### config.mk
export PLATFORM = sky130hd
export DESIGN_NAME = quarter_turn_stepper_sequencer_top
export DESIGN_NICKNAME = d
export VERILOG_FILES = /design/src/hw/rtl/qtss_pkg.sv /design/src/hw/rtl/qtss_front.sv /design/src/hw/rtl/qtss_queue.sv /design/src/hw/rtl/qtss_back.sv /design/src/hw/rtl/quarter_turn_stepper_sequencer_top.sv
export SDC_FILE = /design/constraint.sdc
export NUM_CORES = 1
export LEC_CHECK = 0
export ABC_AREA = 1
export ABC_CLOCK_PERIOD_IN_PS = 1950
export BUFFER_PORTS_ARGS = -buffer_cell sky130_fd_sc_hd__buf_2
export CAP_MARGIN = 20
export CELL_PAD_IN_SITES_DETAIL_PLACEMENT = 0
export CELL_PAD_IN_SITES_GLOBAL_PLACEMENT = 1
export CORE_ASPECT_RATIO = 0.7
export CORE_MARGIN = 2
export CORE_UTILIZATION = 36
export DETAILED_ROUTE_END_ITERATION = 16
export PLACE_DENSITY_LB_ADDON = 0.1
export SLEW_MARGIN = 20
export SYNTH_ARGS = -nofsm -noshare
export SYNTH_HDL_FRONTEND = slang
export SYNTH_HIERARCHICAL = 1
export SYNTH_SLANG_ARGS = --single-unit
### constraint.sdc
create_clock -name clk -period 1.95 [get_ports clk]
set_input_delay 0.4875 -clock clk [delete_from_list [all_inputs] [get_ports clk]]
set_output_delay 0.4875 -clock clk [all_outputs]
set_load 0.05 [all_outputs]
### src/hw/rtl/qtss_pkg.sv
// Shared types and constants for the quarter-turn stepper sequencer.
// Used by every module under hw/rtl; depends on nothing.
package qtss_pkg;

  localparam int unsigned QUEUE_DEPTH = 4;
  localparam logic [15:0] HALF_PERIOD_RESET = 16'd500;

  localparam logic OP_TICK = 1'b0;
  localparam logic OP_MOVE = 1'b1;

  localparam logic [1:0] CFG_FACE_A      = 2'd0;
  localparam logic [1:0] CFG_FACE_B      = 2'd1;
  localparam logic [1:0] CFG_FACE_C      = 2'd2;
  localparam logic [1:0] CFG_HALF_PERIOD = 2'd3;

  localparam logic [1:0] MOTOR_NONE = 2'd0;
  localparam logic [1:0] MOTOR_A    = 2'd1;
  localparam logic [1:0] MOTOR_B    = 2'd2;
  localparam logic [1:0] MOTOR_C    = 2'd3;

  typedef struct packed {
    logic       op;
    logic [7:0] face;
    logic       prime;
    logic       dbl;
    logic       reed;
    logic [1:0] motor;
  } q_item_t;

  // first member is the top bits of the packed word
  typedef struct packed {
    logic       rejected;
    logic       busy_res;
    logic       echo_double;
    logic       echo_prime;
    logic [7:0] echo_face;
    logic       echo_valid;
    logic       led_on;
    logic       direction;
    logic [1:0] motor_select;
    logic       step_level;
  } result_t;

endpackage

### src/hw/rtl/qtss_front.sv
// Front end: configuration registers, input acceptance and face matching.
// Depends on qtss_pkg; feeds qtss_queue.
module qtss_front (
  input  logic             clk,
  input  logic             rst_n,
  input  logic             cfg_valid,
  output logic             cfg_ready,
  input  logic [1:0]       cfg_index,
  input  logic [15:0]      cfg_data,
  input  logic             in_valid,
  output logic             in_ready,
  input  logic             in_op,
  input  logic [7:0]       in_face,
  input  logic             in_prime,
  input  logic             in_dbl,
  input  logic             in_reed,
  input  logic             q_full,
  output logic             q_push,
  output qtss_pkg::q_item_t q_item,
  output logic [15:0]      half_period
);

  logic [7:0]  face_a_r, face_b_r, face_c_r;
  logic [15:0] half_period_r;
  logic [1:0]  motor;

  assign cfg_ready = 1'b1;

  always_ff @(posedge clk) begin
    if (!rst_n) begin
      face_a_r      <= 8'd0;
      face_b_r      <= 8'd0;
      face_c_r      <= 8'd0;
      half_period_r <= qtss_pkg::HALF_PERIOD_RESET;
    end else if (cfg_valid && cfg_ready) begin
      unique case (cfg_index)
        qtss_pkg::CFG_FACE_A:      face_a_r      <= cfg_data[7:0];
        qtss_pkg::CFG_FACE_B:      face_b_r      <= cfg_data[7:0];
        qtss_pkg::CFG_FACE_C:      face_c_r      <= cfg_data[7:0];
        qtss_pkg::CFG_HALF_PERIOD: half_period_r <= cfg_data;
        default: ;
      endcase
    end
  end

  // A wins over B, B over C; a zero face never matches
  always_comb begin
    priority if (in_face != 8'd0 && in_face == face_a_r) begin
      motor = qtss_pkg::MOTOR_A;
    end else if (in_face != 8'd0 && in_face == face_b_r) begin
      motor = qtss_pkg::MOTOR_B;
    end else if (in_face != 8'd0 && in_face == face_c_r) begin
      motor = qtss_pkg::MOTOR_C;
    end else begin
      motor = qtss_pkg::MOTOR_NONE;
    end
  end

  assign in_ready     = !q_full;
  assign q_push       = in_valid && !q_full;
  assign q_item.op    = in_op;
  assign q_item.face  = in_face;
  assign q_item.prime = in_prime;
  assign q_item.dbl   = in_dbl;
  assign q_item.reed  = in_reed;
  assign q_item.motor = motor;
  assign half_period  = half_period_r;

endmodule

### src/hw/rtl/qtss_queue.sv
// Short queue of classified words between front and back.
// Depends on qtss_pkg.
module qtss_queue #(
  parameter int unsigned DEPTH = qtss_pkg::QUEUE_DEPTH
) (
  input  logic              clk,
  input  logic              rst_n,
  input  logic              push,
  input  qtss_pkg::q_item_t push_item,
  output logic              full,
  input  logic              pop,
  output logic              not_empty,
  output qtss_pkg::q_item_t pop_item
);

  localparam int unsigned AW = (DEPTH > 1) ? $clog2(DEPTH) : 1;
  localparam int unsigned CW = $clog2(DEPTH + 1);
  localparam logic [AW-1:0] LAST = AW'(DEPTH - 1);
  localparam logic [CW-1:0] FULL_CNT = CW'(DEPTH);

  qtss_pkg::q_item_t mem_r [DEPTH];
  logic [AW-1:0] wr_ptr_r, wr_ptr_nxt, rd_ptr_r, rd_ptr_nxt;
  logic [CW-1:0] count_r, count_nxt;
  logic          do_push, do_pop;

  assign full      = (count_r == FULL_CNT);
  assign not_empty = (count_r != '0);
  assign do_push   = push && !full;
  assign do_pop    = pop && not_empty;
  assign pop_item  = mem_r[rd_ptr_r];

  always_comb begin
    wr_ptr_nxt = wr_ptr_r;
    rd_ptr_nxt = rd_ptr_r;
    count_nxt  = count_r;
    if (do_push) begin
      wr_ptr_nxt = (wr_ptr_r == LAST) ? '0 : wr_ptr_r + 1'b1;
    end
    if (do_pop) begin
      rd_ptr_nxt = (rd_ptr_r == LAST) ? '0 : rd_ptr_r + 1'b1;
    end
    if (do_push && !do_pop) begin
      count_nxt = count_r + 1'b1;
    end else if (do_pop && !do_push) begin
      count_nxt = count_r - 1'b1;
    end
  end

  always_ff @(posedge clk) begin
    if (!rst_n) begin
      wr_ptr_r <= '0;
      rd_ptr_r <= '0;
      count_r  <= '0;
    end else begin
      wr_ptr_r <= wr_ptr_nxt;
      rd_ptr_r <= rd_ptr_nxt;
      count_r  <= count_nxt;
    end
  end

  always_ff @(posedge clk) begin
    if (do_push) begin
      mem_r[wr_ptr_r] <= push_item;
    end
  end

endmodule

### src/hw/rtl/qtss_back.sv
// Back end: move sequencing, step timing, reed sampling and result register.
// Depends on qtss_pkg; drains qtss_queue.
module qtss_back (
  input  logic              clk,
  input  logic              rst_n,
  input  logic              q_valid,
  input  qtss_pkg::q_item_t q_item,
  output logic              q_pop,
  input  logic [15:0]       half_period,
  output logic              out_valid,
  input  logic              out_ready,
  output qtss_pkg::result_t out_res
);

  typedef enum logic [1:0] {PH_IDLE, PH_LEAVE, PH_SEEK} phase_t;

  phase_t      phase_r, phase_nxt;
  logic [7:0]  last_face_r, last_face_nxt;
  logic        last_prime_r, last_prime_nxt;
  logic        last_double_r, last_double_nxt;
  logic        last_seen_r, last_seen_nxt;
  logic [1:0]  motor_r, motor_nxt;
  logic        dir_r, dir_nxt;
  logic [1:0]  turns_r, turns_nxt, turns_dec;
  logic [15:0] cnt_r, cnt_nxt, half_m1;
  logic        step_r, step_nxt;
  logic        led_r, led_nxt;
  logic        echo, rej, dup;
  logic        out_valid_r;
  qtss_pkg::result_t out_r, out_nxt;

  assign half_m1   = (half_period == 16'd0) ? 16'd0 : half_period - 16'd1;
  assign turns_dec = (turns_r != 2'd0) ? turns_r - 2'd1 : turns_r;
  assign dup       = last_seen_r && q_item.face == last_face_r &&
                     q_item.prime == last_prime_r && q_item.dbl == last_double_r;
  assign q_pop     = q_valid && (!out_valid_r || out_ready);

  always_comb begin
    phase_nxt       = phase_r;
    last_face_nxt   = last_face_r;
    last_prime_nxt  = last_prime_r;
    last_double_nxt = last_double_r;
    last_seen_nxt   = last_seen_r;
    motor_nxt       = motor_r;
    dir_nxt         = dir_r;
    turns_nxt       = turns_r;
    cnt_nxt         = cnt_r;
    step_nxt        = step_r;
    led_nxt         = led_r;
    echo            = 1'b0;
    rej             = 1'b0;
    if (q_item.op == qtss_pkg::OP_TICK) begin
      if (phase_r != PH_IDLE) begin
        if (cnt_r != 16'd0) begin
          cnt_nxt = cnt_r - 16'd1;
        end else if (step_r) begin
          step_nxt = 1'b0;
          cnt_nxt  = half_m1;
        end else if (phase_r == PH_LEAVE && !q_item.reed) begin
          step_nxt = 1'b1;
          cnt_nxt  = half_m1;
        end else if (q_item.reed) begin
          phase_nxt = PH_SEEK;
          step_nxt  = 1'b1;
          cnt_nxt   = half_m1;
        end else if (turns_dec == 2'd0) begin
          turns_nxt = turns_dec;
          phase_nxt = PH_IDLE;
          motor_nxt = qtss_pkg::MOTOR_NONE;
          echo      = 1'b1;
        end else begin
          turns_nxt = turns_dec;
          phase_nxt = PH_LEAVE;
          step_nxt  = 1'b1;
          cnt_nxt   = half_m1;
        end
      end
    end else if (phase_r != PH_IDLE) begin
      rej = 1'b1;
    end else if (!dup) begin
      last_face_nxt   = q_item.face;
      last_prime_nxt  = q_item.prime;
      last_double_nxt = q_item.dbl;
      last_seen_nxt   = 1'b1;
      if (q_item.motor == qtss_pkg::MOTOR_NONE) begin
        led_nxt = 1'b0;
      end else begin
        led_nxt   = 1'b1;
        motor_nxt = q_item.motor;
        dir_nxt   = !q_item.prime;
        turns_nxt = q_item.dbl ? 2'd2 : 2'd1;
        phase_nxt = PH_LEAVE;
        cnt_nxt   = 16'd0;
        step_nxt  = 1'b0;
      end
    end
    out_nxt.step_level   = step_nxt;
    out_nxt.motor_select = motor_nxt;
    out_nxt.direction    = dir_nxt;
    out_nxt.led_on       = led_nxt;
    out_nxt.echo_valid   = echo;
    out_nxt.echo_face    = echo ? last_face_nxt : 8'd0;
    out_nxt.echo_prime   = echo && last_prime_nxt;
    out_nxt.echo_double  = echo && last_double_nxt;
    out_nxt.busy_res     = (phase_nxt != PH_IDLE);
    out_nxt.rejected     = rej;
  end

  always_ff @(posedge clk) begin
    if (!rst_n) begin
      phase_r       <= PH_IDLE;
      last_face_r   <= 8'd0;
      last_prime_r  <= 1'b0;
      last_double_r <= 1'b0;
      last_seen_r   <= 1'b0;
      motor_r       <= qtss_pkg::MOTOR_NONE;
      dir_r         <= 1'b0;
      turns_r       <= 2'd0;
      cnt_r         <= 16'd0;
      step_r        <= 1'b0;
      led_r         <= 1'b0;
      out_valid_r   <= 1'b0;
      out_r         <= '0;
    end else begin
      if (q_pop) begin
        phase_r       <= phase_nxt;
        last_face_r   <= last_face_nxt;
        last_prime_r  <= last_prime_nxt;
        last_double_r <= last_double_nxt;
        last_seen_r   <= last_seen_nxt;
        motor_r       <= motor_nxt;
        dir_r         <= dir_nxt;
        turns_r       <= turns_nxt;
        cnt_r         <= cnt_nxt;
        step_r        <= step_nxt;
        led_r         <= led_nxt;
        out_valid_r   <= 1'b1;
        out_r         <= out_nxt;
      end else if (out_ready) begin
        out_valid_r   <= 1'b0;
      end
    end
  end

  assign out_valid = out_valid_r;
  assign out_res   = out_r;

  a_idle_no_motor: assert property (@(posedge clk) disable iff (!rst_n)
    (phase_r == PH_IDLE) == (motor_r == qtss_pkg::MOTOR_NONE))
    else $error("motor selected while idle or none while running");

  a_step_only_busy: assert property (@(posedge clk) disable iff (!rst_n)
    step_r |-> (phase_r != PH_IDLE))
    else $error("step high while idle");

  a_echo_ends_move: assert property (@(posedge clk) disable iff (!rst_n)
    (out_valid_r && out_r.echo_valid) |-> !out_r.busy_res)
    else $error("echo while still busy");

  a_reject_busy: assert property (@(posedge clk) disable iff (!rst_n)
    (out_valid_r && out_r.rejected) |-> out_r.busy_res)
    else $error("reject while idle");

  a_turns_live: assert property (@(posedge clk) disable iff (!rst_n)
    (phase_r != PH_IDLE) |-> (turns_r != 2'd0))
    else $error("running with no turns left");

endmodule

### src/hw/rtl/quarter_turn_stepper_sequencer_top.sv
// Top level of the quarter-turn stepper sequencer: streaming ports and wiring.
// Depends on qtss_pkg, qtss_front, qtss_queue and qtss_back.
//
// Takes one word per clock on the in_ stream while in_tready is high, either a
// tick carrying the reed level (in_tuser low) or a move command (in_tuser high),
// and returns exactly one result word per input word on the out_ stream, in
// order. A word passes the front classifier into a queue of QUEUE_DEPTH words
// and is executed by the back end one word per cycle while the result register
// is free, so the sustained rate is one word per clock; each word is held in
// the queue memory, then in the result register. The back end's single state
// update per word sets that rate. The result register frees as it is taken,
// and the queue absorbs output stalls of up to QUEUE_DEPTH words before in_tready
// drops. Configuration writes are always taken and belong in idle periods.
module quarter_turn_stepper_sequencer_top #(
  parameter int unsigned QUEUE_DEPTH = qtss_pkg::QUEUE_DEPTH
) (
  input  logic        clk,
  input  logic        rst_n,
  input  logic        cfg_valid,
  output logic        cfg_ready,
  input  logic [1:0]  cfg_index,
  input  logic [15:0] cfg_data,
  input  logic        in_tvalid,
  output logic        in_tready,
  // move_face[7:0], move_prime[8], move_double[9], reed_level[10], zero[15:11]
  input  logic [15:0] in_tdata,
  // op[0]
  input  logic        in_tuser,
  output logic        out_tvalid,
  input  logic        out_tready,
  // step_level[0], motor_select[2:1], direction[3], led_on[4], echo_valid[5],
  // echo_face[13:6], echo_prime[14], echo_double[15], busy_res[16],
  // rejected[17], zero[23:18]
  output logic [23:0] out_tdata
);

  qtss_pkg::q_item_t push_item, pop_item;
  qtss_pkg::result_t res;
  logic        q_full, q_push, q_pop, q_not_empty;
  logic [15:0] half_period;

  qtss_front u_front (
    .clk         (clk),
    .rst_n       (rst_n),
    .cfg_valid   (cfg_valid),
    .cfg_ready   (cfg_ready),
    .cfg_index   (cfg_index),
    .cfg_data    (cfg_data),
    .in_valid    (in_tvalid),
    .in_ready    (in_tready),
    .in_op       (in_tuser),
    .in_face     (in_tdata[7:0]),
    .in_prime    (in_tdata[8]),
    .in_dbl      (in_tdata[9]),
    .in_reed     (in_tdata[10]),
    .q_full      (q_full),
    .q_push      (q_push),
    .q_item      (push_item),
    .half_period (half_period)
  );

  qtss_queue #(
    .DEPTH (QUEUE_DEPTH)
  ) u_queue (
    .clk       (clk),
    .rst_n     (rst_n),
    .push      (q_push),
    .push_item (push_item),
    .full      (q_full),
    .pop       (q_pop),
    .not_empty (q_not_empty),
    .pop_item  (pop_item)
  );

  qtss_back u_back (
    .clk         (clk),
    .rst_n       (rst_n),
    .q_valid     (q_not_empty),
    .q_item      (pop_item),
    .q_pop       (q_pop),
    .half_period (half_period),
    .out_valid   (out_tvalid),
    .out_ready   (out_tready),
    .out_res     (res)
  );

  assign out_tdata = {6'd0, res};

endmodule

==> run summary <==
outcome - finished with violations
failing checks - negative setup slack
Max-Cap Viols - 0
Syn Area/Cell - 7.675 um2
Final Max Tran Viols - 0
fill count - 2139
Seq pwr share - 21.4%
synth top area cells - dfxtp_1, edfxtp_1, nand2_1
first-pass GRT wire length - 34610 um
WL/cell - 15.28 um
hold_sp - cfg_data[8]
die width - 180.9 um
layout cell share with drive strength beyond 1 - 30.39%
placed standard-cell area - 8909 um2
Synth top area share - 25.14%
Total GRT Usage - 19.38%
CP delay by family, top - simple AND/OR/NAND/NOR gates
Yosys cell types - 41
Gate power share - 62.7%
area leader, netlist - dfxtp_1
H-tree Lvls - 4
Initial Utilization - 36.55%
gpl congestion - 0.8011
multi-input logic area - 4019 um2
smallest setup slack after layout - -254.4 ps
chip height - 127.8 um
critical path data required time - 2310 ps
crit path max-delay cell type - dfxtp_4
Routed Wire Length - 22510 um
clk_skew - 12.50 ps
worst-skew pair later-pin latency - 430 ps
CTS tree - built
ys async rst share - 0%
cells after synthesis - 1027
Die ar. - 23110 um2
Leak Pwr - 4.552 nW
area of the mapped netlist - 7883 um2
pwr/cell area - 2038 nW/um2
number of placed I/O pins - 67
Reg clk slew, reported paths - 70 ps
RR Endpoint - u_back/cnt_r[2]
Startpoint Class - register
Power Internal - 11.74 mW
sequential area share after synthesis - 46.48%
critical path peak fanout - 7
VDD IR max - 0.0008714 V
CTS max path bufs - 2
Hold Path End - u_front/half_period[8]
root buf cell - clkbuf_16
worst hold path type - input port to register
Sw Share - 45.20%
Cell Rows - 45
worst hold slack - 273.1 ps
final setup fails - 45
CP Buf/Inv Count - 4
Starting DRT DRC Count - 479
CP Class - register to register
area occupied by registers - 3677 um2
crit end category - register
ant diodes - 0
Fmax - 0.4536 GHz
DR vias/cell - 4.724
Syn. warnings - 6
Detailed Place HPWL - 15190 um
RSZ-0062 raised after global routing - yes
hold depth - 3
Net Switching - 9.684 mW
Clock power frac - 15.9%
post-route cell area - 10510 um2
max incr delay on CP - 400 ps
clock period minus final worst setup slack - 2204 ps
R2R setup slack - -250 ps
initial antenna violation count - 0
WP data arrival - 2570 ps
GRT overflow - 0
total number of vias - 6959
Routed Antenna Nets - 0
largest net degree at the start of global routing - 43
placeable core area - 21560 um2
Main synth FF type - dfxtp_1
Num CTS Buffers - 17
EDFF count, synth - 56
most frequent CP cell - nand2_2
CTS Sinks - 155
remaining routing DRC violations - 0
crit path cell chain - buf_8 -> nor2_1 -> o22ai_4 -> inv_2 -> nand2_2 -> nand2_1 -> inv_1 -> nand2_1 -> nor2_2 -> nand3_2 -> nand2_2 -> nand2_4 -> nand2_4 -> nor2_4 -> clkbuf_16 -> nand2_2 -> a21oi_1
R2R depth - 17
Fin. Hold Viols - 0
vias in the first global route - 6216
Yosys reg bits - 155
1st-pass router iterations - 5
nets - 1228
area grow syn2layout - 33.38%
crit share post-route - 113.0%
I/O Buffers - 54
cell type report:
| type | instances | share of cell area (%) |
|---|---|---|
| sequential | 155 | 34.98 |
| clock inverter | 13 | 1.488 |
| timing repair buffer | 174 | 13.60 |
| multi-input combinational | 718 | 38.22 |
| inverter | 112 | 4.237 |
| clock buffer | 19 | 4.118 |
| tap | 282 | 3.356 |
logic make-up after synthesis:
group           count (synthesis)  share of synthesized area, %
compound gates                167                         11.03
xor+xnor                       36                         4.000
fa+ha+maj                      10                         1.683
buf+inv                       161                         10.05
flops                         155                         46.48
mux                             1                        0.1270
other cells                     2                       0.09527
simple gates                  495                         26.54
stage by stage:
stage                     util, %  instances  worst slack, ps  power [mW]  setup TNS (ps)
after detailed placement    41.31       1402           -335.4       14.72          -11870
after CTS                   45.99       1457           -189.9       19.58           -6567
final                       48.76       1473           -254.4       21.43           -7430
after global placement      41.31       1402           -327.2       14.76          -12110
after global routing        48.76       1473           -366.7       22.94          -12680
after floorplan                 -       1032            1.933       10.92               0
worst max-delay path by stage:
stage,endpoint,cells after the start
6_report,u_back/cnt_r[2],17
5_1_grt,u_back/cnt_r[3],18
4_1_cts,u_back/cnt_r[13],15
3_5_place_dp,u_back/last_face_r[0],17
3_3_place_gp,u_back/cnt_r[12],18
2_1_floorplan,u_back/cnt_r[3],18
power by group through the flow:
stage                     clock network (mW)  registers, mW  logic [mW]
final                                   3.40           4.59        13.4
after global routing                    3.60           4.68        14.7
after CTS                               3.48           4.53        11.6
after detailed placement                   0           4.53        10.2
after global placement                     0           4.54        10.2
after floorplan                            0           4.59        6.33
layer usage:
metal	share of wire (%)	GRT usage (%)	vias up
met4	0.63	5.123	0
met1	54	30.59	3180
met2	40	26.24	168
met5	0	0	-
li1	-	-	3599
met3	4.7	4.034	12
registers in the layout, summed over array words and instances (netlist names), 2 cells and up, named ones only:
register,flops
u_queue/mem_r,56
u_back/out_res,18
u_back/cnt_r,16
u_front/half_period,16
u_back/last_face_r,8
u_front/face_a_r,8
u_front/face_b_r,8
u_front/face_c_r,8
u_queue/count_r,3
u_back/phase_r,2
u_back/turns_r,2
u_queue/rd_ptr_r,2
u_queue/wr_ptr_r,2
synthesized netlist by cell type (all sizes together) (2+ instances only):
master	count
clkbuf	12
inv	111
conb	2
edfxtp	56
o211ai	2
nand4	8
xnor2	15
a21oi	58
o21ai	88
xor2	21
o22ai	15
dfxtp	99
ha	9
nand3b	3
buf	37
a211oi	2
nand2	243
nor3	12
nor2	183
nand3	45
timing repair:
| action | in CTS | in global routing |
|---|---|---|
| endpoints found under the setup margin | 50 | 50 |
| hold buffers | 0 | 0 |
| buffers inserted | 21 | 18 |
| gates resized for setup | 77 | 131 |
| pin swaps | 4 | 52 |
| gates cloned | 5 | 3 |
cell usage in the layout (no fill, tap or decap), types with 7 or more instances in the layout:
cell type / n
nand2_1: 208
nor2_1: 150
inv_1: 96
dfxtp_1: 94
buf_4: 92
edfxtp_1: 56
buf_2: 55
o21ai_0: 45
a21oi_1: 44
nand3_1: 38
nand2_2: 26
o21ai_2: 25
nor2_2: 21
clkbuf_16: 20
xor2_1: 20
o21ai_1: 16
xnor2_1: 15
a21oi_2: 14
nor2_4: 12
buf_12: 10
inv_2: 10
buf_6: 9
nand2_4: 9
inv_6: 8
nor3_1: 8
nand4_1: 8
ha_1: 8
conb_1: 7
worst min-delay path: stages:
cell and delay, ps:
buf_2 80, nand2_1 40, nand3_1 60
No activity file was read; power rests on OpenSTA's default activity.
